**config.mk**
```make
export PLATFORM = sky130hd
export DESIGN_NAME = flat_json_pair_tokenizer_core
export DESIGN_NICKNAME = d
export VERILOG_FILES = /design/src/rtl/core/fjt_pkg.sv /design/src/rtl/core/fjt_cfg.sv /design/src/rtl/core/fjt_parser.sv /design/src/rtl/core/fjt_out_queue.sv /design/src/rtl/core/flat_json_pair_tokenizer_core.sv
export SDC_FILE = /design/constraint.sdc
export NUM_CORES = 1
export LEC_CHECK = 0
export ABC_AREA = 1
export BUFFER_PORTS_ARGS = -buffer_cell sky130_fd_sc_hd__buf_4
export CAP_MARGIN = 20
export CORE_ASPECT_RATIO = 1.75
export CORE_MARGIN = 1.5
export CORE_UTILIZATION = 30
export CTS_CLUSTER_SIZE = 30
export DETAILED_ROUTE_END_ITERATION = 12
export HOLD_SLACK_MARGIN = 0.08
export PLACE_DENSITY = 0.52
export SYNTH_ARGS = -nofsm -noshare
export SYNTH_HDL_FRONTEND = slang
export SYNTH_SLANG_ARGS = --single-unit
```
**constraint.sdc**
```tcl
create_clock -name clk -period 9.5 [get_ports clk]
set_input_delay 0.95 -clock clk [delete_from_list [all_inputs] [get_ports clk]]
set_output_delay 0.95 -clock clk [all_outputs]
set_load 0.01 [all_outputs]
```
**src/rtl/core/fjt_pkg.sv**
```systemverilog
// ---------------------------------------------------------------------------
// fjt_pkg
// Shared types and constants for the flat JSON pair tokenizer.
// ---------------------------------------------------------------------------
package fjt_pkg;

  localparam int BODY_LIMIT = 4096;
  localparam int POS_W      = $clog2(BODY_LIMIT) + 1;
  localparam int OFS_W      = 12;
  localparam int CNT_W      = 8;

  localparam logic [7:0] CH_OPEN  = 8'h7B;
  localparam logic [7:0] CH_CLOSE = 8'h7D;
  localparam logic [7:0] CH_QUOTE = 8'h22;
  localparam logic [7:0] CH_COLON = 8'h3A;
  localparam logic [7:0] CH_COMMA = 8'h2C;
  localparam logic [7:0] CH_NUL   = 8'h00;
  localparam logic [7:0] CH_SPACE = 8'h20;
  localparam logic [7:0] CH_TAB   = 8'h09;
  localparam logic [7:0] CH_CR    = 8'h0D;

  localparam logic [CNT_W-1:0] PAIR_LIMIT_RESET = 8'd16;

  typedef enum logic [7:0] {
    PH_OPEN     = 8'b0000_0001,
    PH_KEYQ     = 8'b0000_0010,
    PH_KEY      = 8'b0000_0100,
    PH_COLON    = 8'b0000_1000,
    PH_VALSTART = 8'b0001_0000,
    PH_STRVAL   = 8'b0010_0000,
    PH_BARE     = 8'b0100_0000,
    PH_AFTER    = 8'b1000_0000
  } phase_t;

  typedef enum logic [2:0] {
    ST_CLOSED    = 3'd0,
    ST_LIMIT     = 3'd1,
    ST_MALFORMED = 3'd2,
    ST_ENDED     = 3'd3,
    ST_TOOLONG   = 3'd4
  } status_t;

  typedef struct packed {
    logic             pair_valid;
    logic [OFS_W-1:0] key_start;
    logic [OFS_W-1:0] key_length;
    logic [OFS_W-1:0] value_start;
    logic [OFS_W-1:0] value_length;
    logic             value_is_string;
    logic [CNT_W-1:0] pair_index;
    logic             final_res;
    logic [CNT_W-1:0] pair_count;
    status_t          status;
  } item_t;

  typedef struct packed {
    logic  pair_we;
    logic  final_we;
    item_t pair_item;
    item_t final_item;
  } wr_req_t;

endpackage

```
**src/rtl/core/fjt_cfg.sv**
```systemverilog
// ---------------------------------------------------------------------------
// fjt_cfg
// APB register file holding the pair limit.
// ---------------------------------------------------------------------------
module fjt_cfg (
  input  logic                      clk,
  input  logic                      rst,
  input  logic                      psel,
  input  logic                      penable,
  input  logic                      pwrite,
  input  logic [2:0]                paddr,
  input  logic [31:0]               pwdata,
  output logic [31:0]               prdata,
  output logic                      pready,
  output logic [fjt_pkg::CNT_W-1:0] pair_limit
);
  import fjt_pkg::*;

  logic wr_en;

  assign pready = 1'b1;
  assign wr_en  = psel && penable && pwrite && pready && (paddr[2] == 1'b0);

  always_ff @(posedge clk) begin
    if (rst) begin
      pair_limit <= PAIR_LIMIT_RESET;
    end else if (wr_en) begin
      pair_limit <= pwdata[CNT_W-1:0];
    end
  end

  assign prdata = (paddr[2] == 1'b0) ? {{(32-CNT_W){1'b0}}, pair_limit} : 32'd0;

endmodule

```
**src/rtl/core/fjt_parser.sv**
```systemverilog
// ---------------------------------------------------------------------------
// fjt_parser
// Parse state and per-byte next-state logic; yields up to two result items
// (a pair, then the summary) for each accepted byte.
// ---------------------------------------------------------------------------
module fjt_parser (
  input  logic                      clk,
  input  logic                      rst,
  input  logic                      accept,
  input  logic [7:0]                data_byte,
  input  logic                      is_last,
  input  logic [fjt_pkg::CNT_W-1:0] pair_limit,
  output fjt_pkg::wr_req_t          wr_req
);
  import fjt_pkg::*;

  phase_t           phase, phase_next;
  logic [POS_W-1:0] pos, pos_next;
  logic [CNT_W-1:0] pairs, pairs_next, pairs_after;
  logic [OFS_W-1:0] key_start, key_start_next;
  logic [OFS_W-1:0] key_len, key_len_next;
  logic [OFS_W-1:0] val_start, val_start_next;
  logic [OFS_W-1:0] lne, lne_next;
  logic             stopped, stopped_next;

  logic             ws, is_nul;
  logic [OFS_W-1:0] pos_ofs;
  logic             do_pair, do_fin, do_term, do_comma;
  logic [OFS_W-1:0] pair_vlen;
  logic             pair_str;
  status_t          fin_status;

  assign is_nul  = (data_byte == CH_NUL);
  assign ws      = (data_byte == CH_SPACE) || ((data_byte >= CH_TAB) && (data_byte <= CH_CR));
  assign pos_ofs = pos[OFS_W-1:0];

  always_comb begin
    phase_next     = phase;
    pos_next       = pos;
    key_start_next = key_start;
    key_len_next   = key_len;
    val_start_next = val_start;
    lne_next       = lne;
    do_pair        = 1'b0;
    do_fin         = 1'b0;
    do_term        = 1'b0;
    do_comma       = 1'b0;
    pair_vlen      = '0;
    pair_str       = 1'b0;
    fin_status     = ST_CLOSED;
    pairs_after    = pairs;

    if (!stopped) begin
      if (pos >= POS_W'(BODY_LIMIT)) begin
        do_fin     = 1'b1;
        fin_status = ST_TOOLONG;
      end else begin
        pos_next = pos + POS_W'(1);
        case (phase)
          PH_OPEN: begin
            if (is_nul) begin
              do_fin     = 1'b1;
              fin_status = ST_ENDED;
            end else if (ws) begin
            end else if (data_byte == CH_OPEN) begin
              do_comma = 1'b1;
            end else begin
              do_fin     = 1'b1;
              fin_status = ST_MALFORMED;
            end
          end
          PH_KEYQ: begin
            if (is_nul) begin
              do_fin     = 1'b1;
              fin_status = ST_ENDED;
            end else if (ws) begin
            end else if (data_byte == CH_CLOSE) begin
              do_fin     = 1'b1;
              fin_status = ST_CLOSED;
            end else if (data_byte == CH_QUOTE) begin
              key_start_next = pos_ofs + OFS_W'(1);
              phase_next     = PH_KEY;
            end else begin
              do_fin     = 1'b1;
              fin_status = ST_MALFORMED;
            end
          end
          PH_KEY: begin
            if (is_nul) begin
              do_fin     = 1'b1;
              fin_status = ST_ENDED;
            end else if (data_byte == CH_QUOTE) begin
              key_len_next = pos_ofs - key_start;
              phase_next   = PH_COLON;
            end
          end
          PH_COLON: begin
            if (is_nul) begin
              do_fin     = 1'b1;
              fin_status = ST_ENDED;
            end else if (ws) begin
            end else if (data_byte == CH_COLON) begin
              phase_next = PH_VALSTART;
            end else begin
              do_fin     = 1'b1;
              fin_status = ST_MALFORMED;
            end
          end
          PH_VALSTART: begin
            if (ws) begin
            end else if (data_byte == CH_QUOTE) begin
              val_start_next = pos_ofs + OFS_W'(1);
              phase_next     = PH_STRVAL;
            end else if (data_byte == CH_COMMA || data_byte == CH_CLOSE || is_nul) begin
              val_start_next = pos_ofs;
              do_pair        = 1'b1;
              phase_next     = PH_AFTER;
              do_term        = 1'b1;
            end else begin
              val_start_next = pos_ofs;
              lne_next       = pos_ofs + OFS_W'(1);
              phase_next     = PH_BARE;
            end
          end
          PH_STRVAL: begin
            if (is_nul) begin
              do_fin     = 1'b1;
              fin_status = ST_ENDED;
            end else if (data_byte == CH_QUOTE) begin
              do_pair    = 1'b1;
              pair_vlen  = pos_ofs - val_start;
              pair_str   = 1'b1;
              phase_next = PH_AFTER;
            end
          end
          PH_BARE: begin
            if (data_byte == CH_COMMA || data_byte == CH_CLOSE || is_nul) begin
              do_pair    = 1'b1;
              pair_vlen  = lne - val_start;
              phase_next = PH_AFTER;
              do_term    = 1'b1;
            end else if (!ws) begin
              lne_next = pos_ofs + OFS_W'(1);
            end
          end
          PH_AFTER: begin
            if (!ws) begin
              do_term = 1'b1;
            end
          end
          default: begin
            do_term = 1'b1;
          end
        endcase

        pairs_after = pairs + CNT_W'(do_pair);

        if (do_term) begin
          if (data_byte == CH_COMMA) begin
            do_comma = 1'b1;
          end else if (data_byte == CH_CLOSE) begin
            do_fin     = 1'b1;
            fin_status = ST_CLOSED;
          end else if (is_nul) begin
            do_fin     = 1'b1;
            fin_status = ST_ENDED;
          end else begin
            do_fin     = 1'b1;
            fin_status = ST_MALFORMED;
          end
        end

        if (do_comma) begin
          if (pairs_after >= pair_limit) begin
            do_fin     = 1'b1;
            fin_status = ST_LIMIT;
          end else begin
            phase_next = PH_KEYQ;
          end
        end
      end

      // body ends without a stop: flush an open bare value, then summarise
      if (!do_fin && is_last) begin
        if (phase_next == PH_VALSTART) begin
          val_start_next = pos_next[OFS_W-1:0];
          do_pair        = 1'b1;
          pair_vlen      = '0;
          pair_str       = 1'b0;
        end else if (phase_next == PH_BARE) begin
          do_pair   = 1'b1;
          pair_vlen = lne_next - val_start_next;
          pair_str  = 1'b0;
        end
        do_fin     = 1'b1;
        fin_status = ST_ENDED;
      end
    end

    pairs_next   = pairs + CNT_W'(do_pair);
    stopped_next = stopped | do_fin;

    wr_req.pair_we                    = accept && do_pair;
    wr_req.final_we                   = accept && do_fin;
    wr_req.pair_item                  = '0;
    wr_req.pair_item.pair_valid       = 1'b1;
    wr_req.pair_item.key_start        = key_start_next;
    wr_req.pair_item.key_length       = key_len_next;
    wr_req.pair_item.value_start      = val_start_next;
    wr_req.pair_item.value_length     = pair_vlen;
    wr_req.pair_item.value_is_string  = pair_str;
    wr_req.pair_item.pair_index       = pairs;
    wr_req.pair_item.status           = ST_CLOSED;
    wr_req.final_item                 = '0;
    wr_req.final_item.final_res       = 1'b1;
    wr_req.final_item.pair_count      = pairs_next;
    wr_req.final_item.status          = fin_status;
  end

  always_ff @(posedge clk) begin
    if (rst) begin
      phase     <= PH_OPEN;
      pos       <= '0;
      pairs     <= '0;
      key_start <= '0;
      key_len   <= '0;
      val_start <= '0;
      lne       <= '0;
      stopped   <= 1'b0;
    end else if (accept) begin
      if (is_last) begin
        phase     <= PH_OPEN;
        pos       <= '0;
        pairs     <= '0;
        key_start <= '0;
        key_len   <= '0;
        val_start <= '0;
        lne       <= '0;
        stopped   <= 1'b0;
      end else begin
        phase     <= phase_next;
        pos       <= pos_next;
        pairs     <= pairs_next;
        key_start <= key_start_next;
        key_len   <= key_len_next;
        val_start <= val_start_next;
        lne       <= lne_next;
        stopped   <= stopped_next;
      end
    end
  end

endmodule

```
**src/rtl/core/fjt_out_queue.sv**
```systemverilog
// ---------------------------------------------------------------------------
// fjt_out_queue
// Four-entry result queue; takes up to two items a cycle, hands out one.
// ---------------------------------------------------------------------------
module fjt_out_queue (
  input  logic             clk,
  input  logic             rst,
  input  fjt_pkg::wr_req_t wr_req,
  output logic             room,
  output logic             out_valid,
  input  logic             out_ready,
  output fjt_pkg::item_t   out_item
);
  import fjt_pkg::*;

  item_t       entries [4];
  logic [1:0]  wp, rp, wp_second;
  logic [2:0]  count;
  logic        pop;
  logic [2:0]  n_wr;

  assign pop       = out_valid && out_ready;
  assign out_valid = (count != 3'd0);
  assign out_item  = entries[rp];
  assign room      = (count <= 3'd2);
  assign n_wr      = 3'(wr_req.pair_we) + 3'(wr_req.final_we);
  assign wp_second = wp + 2'(wr_req.pair_we);

  always_ff @(posedge clk) begin
    if (wr_req.pair_we) begin
      entries[wp] <= wr_req.pair_item;
    end
    if (wr_req.final_we) begin
      entries[wp_second] <= wr_req.final_item;
    end
  end

  always_ff @(posedge clk) begin
    if (rst) begin
      wp    <= '0;
      rp    <= '0;
      count <= '0;
    end else begin
      wp    <= wp + n_wr[1:0];
      rp    <= rp + 2'(pop);
      count <= count + n_wr - 3'(pop);
    end
  end

endmodule

```
**src/rtl/core/flat_json_pair_tokenizer_core.sv**
```systemverilog
// ---------------------------------------------------------------------------
// flat_json_pair_tokenizer_core
// Streams a body byte by byte and reports key/value pairs of a flat JSON
// object, followed by one summary transaction per body.
// ---------------------------------------------------------------------------
//  channel  | direction | carries
//  s_*      | in        | one body byte per transaction, tlast = is_last
//  m_*      | out       | pair or summary item, tuser = pair_valid, tlast = final_res
//  apb      | in        | pair limit at byte address 0
//
//  One byte is taken per cycle while s_tready is high; the parse step is combinational from the
//  parse state registers into a four-entry result queue.
//  A byte yields zero, one or two result transactions; s_tready drops while
//  the queue holds more than two items, so a stalled m_tready throttles input.
//  Reset is synchronous; it clears the parse state, the queue and restores
//  the pair limit to 16. No clearing pass.
// ---------------------------------------------------------------------------
module flat_json_pair_tokenizer_core (
  input  logic        clk,
  input  logic        rst,
  input  logic        s_tvalid,
  output logic        s_tready,
  input  logic [7:0]  s_tdata,   // [7:0] data_byte
  input  logic        s_tlast,
  output logic        m_tvalid,
  input  logic        m_tready,
  output logic [71:0] m_tdata,   // key_start, key_length, value_start,
                                 // value_length, value_is_string, pair_index,
                                 // pair_count, status, zero pad
  output logic [0:0]  m_tuser,   // [0] pair_valid
  output logic        m_tlast,
  input  logic        psel,
  input  logic        penable,
  input  logic        pwrite,
  input  logic [2:0]  paddr,
  input  logic [31:0] pwdata,
  output logic [31:0] prdata,
  output logic        pready
);
  import fjt_pkg::*;

  logic             accept;
  logic             room;
  logic [CNT_W-1:0] pair_limit;
  wr_req_t          wr_req;
  item_t            out_item;

  assign s_tready = room;
  assign accept   = s_tvalid && s_tready;

  fjt_cfg u_cfg (
    .clk        (clk),
    .rst        (rst),
    .psel       (psel),
    .penable    (penable),
    .pwrite     (pwrite),
    .paddr      (paddr),
    .pwdata     (pwdata),
    .prdata     (prdata),
    .pready     (pready),
    .pair_limit (pair_limit)
  );

  fjt_parser u_parser (
    .clk        (clk),
    .rst        (rst),
    .accept     (accept),
    .data_byte  (s_tdata),
    .is_last    (s_tlast),
    .pair_limit (pair_limit),
    .wr_req     (wr_req)
  );

  fjt_out_queue u_queue (
    .clk       (clk),
    .rst       (rst),
    .wr_req    (wr_req),
    .room      (room),
    .out_valid (m_tvalid),
    .out_ready (m_tready),
    .out_item  (out_item)
  );

  assign m_tdata = {4'd0,
                    out_item.status,
                    out_item.pair_count,
                    out_item.pair_index,
                    out_item.value_is_string,
                    out_item.value_length,
                    out_item.value_start,
                    out_item.key_length,
                    out_item.key_start};
  assign m_tuser = out_item.pair_valid;
  assign m_tlast = out_item.final_res;

endmodule

```
==> Yosys cells after proc, flatten, opt, wreduce, memory -nomap -nowiden <==
Memories as Yosys holds them, arrays and structs flattened. A register that Yosys moved wholly into a read port is not among the register bits.
Index checks and enable logic that the tools add are counted.
{ "word_totals": {"reg_bits": 93, "ramBits": 280, "inputBits": 51, "out_inout_bits": 109, "word_cells": 219, "mem_count": 1} }
{ "mem_list": {"columns": ["memory", "depth", "word_bits", "read_ports", "rd_ports_with_merged_regs", "write_ports", "line_no", "rtl"], "rows": [
  ["u_queue.entries", 4, 70, 1, 1, 2, "fjt_out_queue.sv:16", "item_t entries [4];"]
]} }
{ "op_classes": {"add_sub_neg": 14, "magnitude_cmp": 5, "eq_ne": 18, "n_mux": 147, "n_bitwise": 2, "n_reduce_logical": 19} }
{ "ops": {"columns": ["cell", "count"], "rows": [
  ["$mux 12", 40],
  ["$mux 8", 23],
  ["$mux 1", 54],
  ["$pmux 12 s2", 2],
  ["$pmux 8 s6", 1],
  ["$sub 12x12->12", 4],
  ["$mux 3", 15],
  ["$eq 8x6->1 const B", 5],
  ["$mux 13", 3],
  ["$eq 8x7->1 const B", 4],
  ["$add 8x1->8", 2],
  ["$eq 8x5->1 const B", 2],
  ["$add 13x1->13 const B", 1],
  ["$ge 13x13->1 const B", 1],
  ["$add 12x1->12 const B", 1],
  ["$pmux 3 s4", 1],
  ["$mux 2", 5],
  ["$logic_and 1x1->1", 9],
  ["$eq 8x1->1 const B", 1],
  ["$eq 8x2->1 const B", 1],
  ["$eq 8x3->1 const B", 1],
  ["$eq 8x4->1 const B", 1],
  ["$eq 8x8->1 const B", 1],
  ["$ge 8x4->1 const B", 1],
  ["21 further kinds", 26]
]} }

==> Depth between registers and ports, before layout <==
Gate-level depths: netlist of run 1.
{ "logic_depth": {"depth_word": 24, "ltp_mapped": 37, "ltp_nobuf": 36} }

==> Hierarchy <==
Synthesis of run 1 repeated with hierarchy kept, for this count alone.
{ "hier_totals": {"hier_cells": 3309, "hier_area_um2": 24506.0} }
{ "modules_own_cells": {"columns": ["mod", "n_inst", "cells_each", "area_each_um2", "seq_area_each_um2"], "rows": [
  ["fjt_out_queue", 1, 1821, 15463.6, 8548.2],
  ["fjt_parser", 1, 1383, 8341.8, 1561.5],
  ["fjt_cfg", 1, 98, 659.4, 160.2],
  ["flat_json_pair_tokenizer_core", 1, 7, 41.3, 0.0]
]} }

==> Worst setup path after synthesis of run 1 <==
Ideal clock, no wire load.
{ "synth_timing": {"path_kind": "input to register", "from": "input s_tdata[7]", "to": "memory u_queue.entries[2][0] (netlist name) (enable)", "setup_time_ns": 0.326, "t_arrival_ns": 5.326, "required_time_ns": 9.174, "setup_slack_ns": 3.847, "path_stages": 35, "path_buffers": 2, "path_cell_list": "inv_1 > nand2_1 > nor2_2 > nand2_2 > nand3_4 > nand2_1 > nand3_1 > ha_1 > nand3_1 > nor3_1 > xor2_1 > ha_1 > nand2_1 > nor2_1 > nand4_1 > nand3_1 > nand3_1 > nand3_1 > nand2_1 > nand2_1 > nand2_1 > nand2_1 > nor2_4 > nand2_2 > nand3_4 > nand2_1 > inv_1 > ha_1 > or2_2 > nand2_1 > inv_1 > nand2_1 > clkbuf_1 > buf_1 > nand2_1"} }
{ "synth_lines": {"columns": ["element", "line_no", "rtl"], "rows": [
  ["start: declaration", "flat_json_pair_tokenizer_core.sv:23", "input logic [7:0] s_tdata,"],
  ["end: declaration", "fjt_out_queue.sv:16", null]
]} }

==> Worst setup path in the final report of run 1 <==
{ "layout_timing": {"from": "input s_tdata[7]", "to": "register u_parser.pairs[7]"} }
{ "layout_via": {"elab_chain_cells": 22, "word_cells_on_any_way": 84, "cone_classes": "add/sub (2); order compare (3); eq/ne (8); mux (64); reduce/logical (7)"} }
{ "layout_lines": {"columns": ["element", "line_no", "rtl"], "rows": [
  ["branches (longest 18 deep; another with $ge 8x4->1)", null, null],
  ["$mux 1 *", "fjt_parser.sv:184", "if (!do_fin && is_last) begin"],
  ["$mux 1 *", "fjt_parser.sv:53", "if (!stopped) begin"],
  ["$add 8x1->8 *", "fjt_parser.sv:200", "pairs_next = pairs + CNT_W'(do_pair);"],
  ["$mux 8 *", "fjt_parser.sv:231", "if (is_last) begin"],
  ["end signal: assignment", "fjt_parser.sv:243", "pairs <= pairs_next;"],
  ["end: declaration", "fjt_parser.sv:19", "logic [CNT_W-1:0] pairs, pairs_next, pairs_after;"]
]} }
Every way passes the cells marked *. The select of a mux whose other input is x is not followed.
A chain may end at the register's enable or synchronous reset.

==> results.py, run 1 <==
metrics = {
    "worst_setup_path": {
        "path_max_fanout": 13,
        "cp.arrival_ns": 7.31,
        "reg2reg_depth": 29,
        "critPathMostFrequentCell": "nand2_1",
        "end_kind": "flop",
        "crit_required_ns": 9.89,
        "critPathSlowestCell": "xor2_1",
        "critical_path_class": "in2reg",
        "max_stage_delay_ns": 0.49,
        "start_kind": "primary input",
    },
    "drt": {
        "dr.pass1.iters": 5,
        "wl_per_cell_um": 19.82,
        "drc": 0,
        "routed_wl_um": 77280,
        "ant_nets": 0,
        "via_per_inst": 5.116,
        "via_count": 19950,
        "drtIter0Drc": 1202,
    },
    "yosys": {
        "ys_warn_count": 0,
        "synth_flop_cell": "dfxtp_1",
        "async_flop_share_pct": 0,
        "synth_edf_count": 44,
        "synth_cells": 2963,
        "synthDistinctLibCells": 49,
        "ys_ff_latch": 373,
        "seq_area_frac_synth_pct": 38.52,
        "yosys.area.top_type_share_pct": 32.09,
        "synth_area_per_cell_um2": 6.927,
        "syn-cell-area_um2": 20530,
        "synth_area_leaders": "dfxtp_1 32%, nand2_1 11%, nand3_1 11%",
        "yosysTopAreaCell": "dfxtp_1",
    },
    "floorplanning": {
        "core_area_um2": 67630,
        "die_h_um": 349.0,
        "die_w_um": 200.7,
        "initial_core_util_pct": 30.35,
        "num_io_pins": 160,
        "rows": 126,
        "dieArea_um2": 70060,
    },
    "layout": {
        "layout-drive-gt1-share_pct": 10.52,
        "final_core_util_pct": 34.78,
        "fin_nets": 3095,
        "n_antenna_cell": 0,
        "area_growth_pct": 14.61,
        "final_cell_area_um2": 23520,
    },
    "clock_tree": {
        "postCtsResizedCells": 0,
        "cts_hold_buf": 0,
        "insertion_delay_ns": 0.56,
        "cts_tree": "built",
        "clk_path_buf_depth": 3,
        "cts_root_buf": "clkbuf_16",
        "cts_sinks": 373,
        "cts.clk_slew.worst_paths_ns": 0.07,
        "h-tree-depth": 2,
        "cts_setup_buffers": 0,
        "numCtsBuffers": 37,
    },
    "worst_hold_path": {
        "hold_depth": 2,
        "holdCritPathClass": "reg2reg",
    },
    "power": {
        "peakVddDrop_mv": 0.1351,
        "power_density_nw_per_um2": 211.5,
        "p_leak_nw": 10.40,
    },
    "place": {
        "hpwlAfterDp_um": 53030,
        "port_buffers": 104,
        "dp_slack_ns": 2.155,
        "dpl_cell_area_um2": 22240,
        "place_congestion": 0.9441,
    },
    "sta": {
        "slew_headroom_pct": 21.47,
        "finalClockSkew_ns": 0.02177,
        "holdWs_ns": 0.4394,
        "worst_slew_pin_slew_ns": 1.166,
        "hold_viol_final": 0,
        "setup_slack_ns": 2.580,
        "fin_crit_ns": 6.920,
        "fmaxAchievable_mhz": 144.5,
        "rsz0062_at_grt": "no",
        "drv_slew": 0,
        "min_period_over_period_pct": 72.84,
        "tns_ns": 0,
        "setup_viol": 0,
    },
    "global_route": {
        "grt_usage_pct": 21.61,
        "grt_pass1_vias": 19250,
        "grt_pass1_wl_um": 116600,
        "antenna_found_initial": 0,
        "grt_max_degree": 80,
        "grt_overflow": 0,
    },
    "flow_run": {
        "max_cap_viol_count": 0,
    },
    "run_status": {
        "outcome": "completed",
    },
}
-- layout by cell type (no fill, tap or decap), types with 4 or more instances in the layout --
| master | instances |
|---|---|
| fa_1 | 5 |
| a31oi_1 | 5 |
| conb_1 | 29 |
| a21oi_1 | 146 |
| a21o_1 | 5 |
| nor2_1 | 281 |
| or2_2 | 17 |
| nor2_2 | 9 |
| o31ai_1 | 4 |
| nand2_1 | 616 |
| o21bai_1 | 6 |
| nor3_1 | 18 |
| dfxtp_1 | 327 |
| clkinv_2 | 8 |
| clkbuf_8 | 6 |
| inv_2 | 9 |
| nand2_2 | 17 |
| nor2_4 | 14 |
| xnor2_1 | 12 |
| clkbuf_16 | 41 |
| buf_4 | 150 |
| edfxtp_1 | 44 |
| nand3_1 | 445 |
| o22ai_1 | 74 |
| ha_1 | 65 |
| o21ai_0 | 315 |
| nand2_4 | 5 |
| nand3_2 | 4 |
| xor2_1 | 31 |
| buf_12 | 16 |
| clkinv_1 | 4 |
| inv_1 | 215 |
| nand4_1 | 15 |
-- logic make-up after synthesis --
group | after synthesis | share of synthesized area [%]
fa+ha+maj | 70 | 4.450
simple gates | 1451 | 31.06
other cells | 2 | 0.03659
flops | 373 | 38.52
xor+xnor | 43 | 1.835
buf+inv | 449 | 9.125
compound gates | 575 | 14.97
-- per-layer routing --
layer	global-route usage, %	wire length (µm)	vias to the layer above
met1	23.16	29770	9409
met5	0	0	-
li1	-	-	9813
met3	2.061	2868	174
met2	40.65	39740	552
met4	13.17	4898	0
-- path summary, 6_finish.rpt --
kind	startpoint	to	slack (ns)
setup / recovery	s_tdata[7]	u_parser.pairs[7]	2.58
hold / removal	u_queue.entries[2][11]	u_queue.entries[2][11]	0.44
setup reg to reg	u_parser.phase[4]	u_parser.pairs[7]	2.78
hold reg to reg	u_queue.entries[2][11]	u_queue.entries[2][11]	0.44
-- metrics by stage --
| step | instances | power [mW] |
|---|---|---|
| after global placement | 3831 | 3.452 |
| after detailed placement | 3831 | 3.453 |
| after global routing | 3899 | 5.223 |
| final | 3899 | 4.975 |
| after CTS | 3899 | 5.030 |
| after floorplan | 2990 | 2.705 |
-- where the power goes --
group / internal (mW) / switching, mW / leakage (nW) / total (mW)
sequential: 1.65 / 0.0552 / 3.04 / 1.71
combinational: 0.541 / 1.14 / 6.72 / 1.69
clock: 0.894 / 0.686 / 0.637 / 1.58
total: 3.09 / 1.89 / 10.4 / 4.98
-- cells in the mapped netlist, types with 3 or more instances --
library cell,n
buf_4,29
nor2_4,12
o2111ai_1,3
clkbuf_1,160
a31oi_1,5
nand2_1,621
a21boi_0,3
xor2_1,31
o31ai_1,4
o21ai_0,315
or2_2,17
a21oi_1,146
buf_6,8
buf_1,9
inv_1,217
nand2_2,14
fa_1,5
nor2_1,283
a21o_1,5
o21bai_1,6
nand3_1,445
edfxtp_1,44
nand4_1,15
buf_2,15
ha_1,65
dfxtp_1,329
nand3_4,3
nand2_4,3
nor3_1,18
nand3_2,4
nor2_2,9
xnor2_1,12
inv_2,9
o22ai_1,74
-- cell type report --
| class | count | area [µm²] |
|---|---|---|
| fill | 7355 | 44110 |
| clock inverter | 19 | 168.9 |
| tap | 896 | 1121 |
| clock buffer | 49 | 1120 |
| multi-input combinational | 2168 | 10900 |
| sequential | 373 | 7913 |
| inverter | 228 | 859.6 |
| timing repair buffer | 166 | 1446 |
-- worst max-delay path: cells and delay by family --
kind                     cells  cell delay (ns)
buffers and inverters        2             0.17
AND/OR/NAND/NOR             21             3.82
AO/OA/AOI/OAI                4             0.66
adder cells (fa/ha/maj)      3             0.83
XOR/XNOR                     2             0.86
-- flip-flops by register name, summed over array words and instances (netlist names) --
name	count
u_cfg.pair_limit	8
u_parser.key_len	12
u_parser.key_start	12
u_parser.lne	12
u_parser.pairs	8
u_parser.phase	8
u_parser.pos	13
u_parser.stopped	1
u_parser.val_start	12
u_queue.count	3
u_queue.entries	280
u_queue.rp	2
u_queue.wp	2
(Power assumes the default switching activity.)
==> run 2, diff against run 1 <==
--- a/config.mk
+++ b/config.mk
@@ -14,7 +14,7 @@
 export CTS_CLUSTER_SIZE = 30
 export DETAILED_ROUTE_END_ITERATION = 12
 export HOLD_SLACK_MARGIN = 0.08
-export PLACE_DENSITY = 0.52
+export PLACE_DENSITY = 0.53
 export SYNTH_ARGS = -nofsm -noshare
 export SYNTH_HDL_FRONTEND = slang
 export SYNTH_SLANG_ARGS = --single-unit
==> constraint.sdc (replaced) <==
create_clock -name clk -period 6.2 [get_ports clk]
set_input_delay 0.62 -clock clk [delete_from_list [all_inputs] [get_ports clk]]
set_output_delay 0.62 -clock clk [all_outputs]
set_load 0.01 [all_outputs]
==> results.py, run 2 (synthesis gave the netlist of run 1 again) <==
metrics = {
    "run_status": {
        "outcome": "completed",
    },
    "floorplanning": {
        "dieArea_um2": 70060,
        "num_io_pins": 160,
        "core_area_um2": 67630,
        "die_h_um": 349.0,
        "initial_core_util_pct": 30.35,
        "die_w_um": 200.7,
        "rows": 126,
    },
    "sta": {
        "holdWs_ns": 0.2970,
        "slew_headroom_pct": 24.24,
        "drv_slew": 0,
        "tns_ns": 0,
        "setup_viol": 0,
        "fmaxAchievable_mhz": 178.9,
        "min_period_over_period_pct": 90.18,
        "hold_viol_final": 0,
        "finalClockSkew_ns": 0.02167,
        "rsz0062_at_grt": "no",
        "fin_crit_ns": 5.591,
        "worst_slew_pin_slew_ns": 1.124,
    },
    "clock_tree": {
        "clk_path_buf_depth": 3,
        "cts_setup_buffers": 0,
        "h-tree-depth": 2,
        "cts_tree": "built",
        "cts_hold_buf": 0,
        "cts_sinks": 373,
        "cts.clk_slew.worst_paths_ns": 0.07,
        "postCtsResizedCells": 0,
        "cts_root_buf": "clkbuf_16",
        "numCtsBuffers": 36,
        "insertion_delay_ns": 0.56,
    },
    "flow_run": {
        "max_cap_viol_count": 0,
    },
    "drt": {
        "ant_nets": 0,
        "via_per_inst": 5.174,
        "dr.pass1.iters": 5,
        "routed_wl_um": 75850,
        "via_count": 20190,
        "drtIter0Drc": 1356,
        "wl_per_cell_um": 19.44,
        "drc": 0,
    },
    "layout": {
        "layout-drive-gt1-share_pct": 10.38,
        "final_core_util_pct": 34.56,
        "final_cell_mix": "616 x nand2_1, 445 x nand3_1, 327 x dfxtp_1",
        "regMostFlops": "u_queue.entries",
        "top_regs": "u_queue.entries (280), u_parser.pos (13)",
        "final_common_cell": "nand2_1",
        "n_antenna_cell": 0,
        "largest_register_ffs": 280,
        "area_growth_pct": 13.87,
        "fin_nets": 3102,
    },
    "global_route": {
        "gr-usage-met1_pct": 22.94,
        "grt_pass1_wl_um": 115700,
        "grt_use_met3_pct": 1.968,
        "grt_pass1_vias": 19540,
        "busiest_layer": "met2",
        "antenna_found_initial": 0,
        "grt_usage_pct": 21.32,
        "grt_max_degree": 99,
        "grt_overflow": 0,
        "grt_use_met2_pct": 40.19,
    },
    "worst_setup_path": {
        "critPathMostFrequentCell": "nand2_1",
        "end_kind": "flop",
        "path_max_fanout": 18,
        "critical_path_class": "reg2reg",
        "max_stage_delay_ns": 0.49,
        "crit_required_ns": 6.68,
        "start_kind": "flop",
        "cp.arrival_ns": 6.07,
        "critPathSlowestCell": "inv_2",
    },
    "worst_hold_path": {
        "holdCritPathClass": "in2reg",
    },
    "place": {
        "place_congestion": 0.9694,
        "port_buffers": 104,
        "hpwlAfterDp_um": 52550,
    },
    "power": {
        "power_density_nw_per_um2": 318.9,
        "p_leak_nw": 10.34,
        "peakVddDrop_mv": 0.1580,
    },
}
[run 2: changes by cell type in the layout (fill, tap and decap cells not counted), moves of 2 or more]
cell | previous run | this run
clkbuf_16 | 41 | 37
buf_4 | 150 | 165
clkinv_1 | 4 | 7
clkinvlp_2 | 0 | 2
inv_6 | 2 | 0
clkbuf_1 | 1 | 5
clkinv_2 | 8 | 3
buf_12 | 16 | 9
[run 2: final timing paths]
| check | start | to | slack [ns] | cells past startpoint |
|---|---|---|---|---|
| worst min-delay path | pwdata[4] | u_cfg.pair_limit[4] | 0.30 | 3 |
| worst min register to register | u_queue.entries[1][11] | u_queue.entries[1][11] | 0.44 | 2 |
| worst max-delay path | u_parser.phase[6] | u_queue.entries[1][33] | 0.61 | 33 |
| worst max register to register | u_parser.phase[6] | u_queue.entries[1][33] | 0.61 | 33 |
[run 2: worst max-delay path, delay by kind of cell, from the launching register on]
kind / cells / cell delay, ns
fa+ha+maj: 3 / 0.75
simple gates: 23 / 3.02
compound gates: 2 / 0.29
xor+xnor: 1 / 0.25
buf+inv: 4 / 0.83
flops: 1 / 0.38
[run 2: area by class of cell]
class,count,area [µm²]
repair buffers,174,1419
clock buffers,47,1013
inverters,228,858.3
well taps,896,1121
flip-flops and latches,373,7913
fillers,7361,44260
multi-input cells,2168,10890
clock inverters,16,157.7
[run 2: routing by layer]
layer	wire length [µm]	vias up
met3	2871	165
li1	-	9823
met1	29100	9643
met2	39300	556
met5	0	-
met4	4578	0
[run 2: power breakdown]
group | leakage, nW | switching, mW | internal, mW
clock network | 0.564 | 1.01 | 1.28
logic | 6.73 | 1.74 | 0.823
registers | 3.05 | 0.0707 | 2.53
total | 10.3 | 2.82 | 4.63
[run 2: stage by stage]
stage                     setup WS (ns)  std cells  power [mW]  cell area, µm²
final                            0.6089       3902       7.454           23370
after global routing             0.1587       3902       7.827           23370
after CTS                        0.6075       3902       7.524           23370
after detailed placement         0.2277       3839       5.247           22200
after global placement           0.3364       3839       5.254           22200
after floorplan                  0.8775       2990       4.144           20630
==> run 3, diff against run 2 <==
--- a/config.mk
+++ b/config.mk
@@ -6,6 +6,7 @@
 export NUM_CORES = 1
 export LEC_CHECK = 0
 export ABC_AREA = 1
+export ABC_CLOCK_PERIOD_IN_PS = 6200
 export BUFFER_PORTS_ARGS = -buffer_cell sky130_fd_sc_hd__buf_4
 export CAP_MARGIN = 20
 export CORE_ASPECT_RATIO = 1.75
@@ -14,7 +15,9 @@
 export CTS_CLUSTER_SIZE = 30
 export DETAILED_ROUTE_END_ITERATION = 12
 export HOLD_SLACK_MARGIN = 0.08
+export MAX_ROUTING_LAYER = met4
 export PLACE_DENSITY = 0.53
+export SKIP_LAST_GASP = 1
 export SYNTH_ARGS = -nofsm -noshare
 export SYNTH_HDL_FRONTEND = slang
 export SYNTH_SLANG_ARGS = --single-unit
==> results.py, run 3 (synthesis gave the netlist of run 1 again) <==
metrics = {
    "floorplanning": {
        "dieArea_um2": 70060,
        "num_io_pins": 160,
        "die_h_um": 349.0,
        "rows": 126,
        "die_w_um": 200.7,
        "core_area_um2": 67630,
        "initial_core_util_pct": 30.35,
    },
    "layout": {
        "fin_nets": 3104,
        "stdcell_count": 3907,
        "layout-drive-gt1-share_pct": 10.53,
        "final_cell_mix": "616 x nand2_1, 445 x nand3_1, 327 x dfxtp_1",
        "final_core_util_pct": 34.72,
        "area_growth_pct": 14.42,
        "n_antenna_cell": 0,
        "top_regs": "u_queue.entries (280), u_parser.pos (13)",
        "regMostFlops": "u_queue.entries",
        "final_common_cell": "nand2_1",
        "largest_register_ffs": 280,
    },
    "drt": {
        "ant_nets": 0,
        "drtIter0Drc": 1152,
        "dr.pass1.iters": 6,
        "via_per_inst": 5.133,
        "routed_wl_um": 75980,
        "via_count": 20060,
        "drc": 0,
        "wl_per_cell_um": 19.45,
    },
    "place": {
        "place_congestion": 0.9737,
        "hpwlAfterDp_um": 52860,
        "dp_slack_ns": 0.2370,
        "port_buffers": 104,
        "dp.cells": 3840,
    },
    "clock_tree": {
        "numCtsBuffers": 37,
        "cts_setup_buffers": 0,
        "h-tree-depth": 2,
        "cts_root_buf": "clkbuf_16",
        "cts_hold_buf": 0,
        "insertion_delay_ns": 0.56,
        "cts_sinks": 373,
        "cts.clk_slew.worst_paths_ns": 0.07,
        "postCtsResizedCells": 0,
        "clk_path_buf_depth": 3,
        "cts_tree": "built",
    },
    "sta": {
        "fin_crit_ns": 5.581,
        "min_period_over_period_pct": 90.02,
        "worst_slew_pin_slew_ns": 1.030,
        "tns_ns": 0,
        "setup_slack_ns": 0.6186,
        "hold_viol_final": 0,
        "rsz0062_at_grt": "no",
        "setup_viol": 0,
        "drv_slew": 0,
        "finalClockSkew_ns": 0.02622,
        "slew_headroom_pct": 31.09,
        "fmaxAchievable_mhz": 179.2,
    },
    "worst_setup_path": {
        "critPathSlowestCell": "dfxtp_1",
        "reg2reg_depth": 31,
        "path_max_fanout": 8,
        "critical_path_class": "reg2reg",
        "max_stage_delay_ns": 0.36,
        "cp.arrival_ns": 5.87,
        "crit_required_ns": 6.49,
        "end_kind": "flop",
        "start_kind": "flop",
        "critPathMostFrequentCell": "nand3_1",
    },
    "power": {
        "power_density_nw_per_um2": 325.8,
        "p_leak_nw": 10.39,
        "peakVddDrop_mv": 0.2283,
    },
    "global_route": {
        "grt_use_met2_pct": 39.94,
        "grt_usage_pct": 22.05,
        "grt_max_degree": 84,
        "gr-usage-met1_pct": 23.55,
        "busiest_layer": "met2",
        "antenna_found_initial": 0,
        "grt_pass1_vias": 19570,
        "grt_pass1_wl_um": 116300,
        "grt_use_met3_pct": 1.781,
        "grt_overflow": 0,
    },
    "flow_run": {
        "max_cap_viol_count": 0,
    },
    "run_status": {
        "outcome": "completed",
    },
    "worst_hold_path": {
        "hold_depth": 3,
        "holdCritPathClass": "in2reg",
    },
}
==> run 3: cell count changes in the layout (fill, tap and decap cells not counted), moves of 2 or more <==
cell / change
buf_4: +3
clkbuf_16: +2
clkbuf_1: +2
buf_12: -2
bufinv_16: +2
clkinv_1: -2
clkinvlp_2: -2
==> run 3: area by class of cell <==
type | count | area (µm²)
fillers | 7381 | 44150
multi-input cells | 2168 | 10890
flip-flops and latches | 373 | 7913
repair buffers | 175 | 1401
well taps | 896 | 1121
clock buffers | 52 | 1085
inverters | 228 | 858.3
clock inverters | 15 | 216.5
==> run 3: layer usage <==
metal / wire, µm / share of wire (%) / up-vias
li1: - / - / 9828
met1: 29600 / 39 / 9457
met2: 38830 / 51 / 599
met3: 3079 / 4.1 / 172
met4: 4479 / 5.9 / 0
met5: 0 / 0 / -
==> run 3: worst max-delay path, delay by kind of cell (launching register included) <==
family                     cells  cell delay, ns
AOI/OAI and AO/OA              3            0.58
adders and majority gates      3            0.77
DFF                            1            0.36
and+or+nand+nor               20            2.66
xor gates and xnor gates       2            0.39
buffers and inverters          3            0.53
==> run 3: where the power goes <==
part | internal [mW] | switching (mW)
registers | 2.53 | 0.0645
clock network | 1.44 | 1.04
logic | 0.815 | 1.76
total | 4.79 | 2.86
==> run 3: path summary, 6_finish.rpt <==
check                               from                endpoint  slack [ns]
setup reg to reg       u_parser.phase[7]  u_queue.entries[3][10]        0.62
hold / removal                 pwdata[4]     u_cfg.pair_limit[4]        0.28
hold reg to reg   u_queue.entries[1][11]  u_queue.entries[1][11]        0.45
setup / recovery       u_parser.phase[7]  u_queue.entries[3][10]        0.62
==> run 3: stage by stage <==
step | hold WS [ns] | area (µm²) | total power [mW]
2_1_floorplan | 0.4136 | 20630 | 4.144
3_3_place_gp | 0.4257 | 22180 | 5.249
3_5_place_dp | 0.4278 | 22180 | 5.247
4_1_cts | 0.2584 | 23490 | 7.722
5_1_grt | 0.2959 | 23490 | 8.030
6_report | 0.2815 | 23490 | 7.650
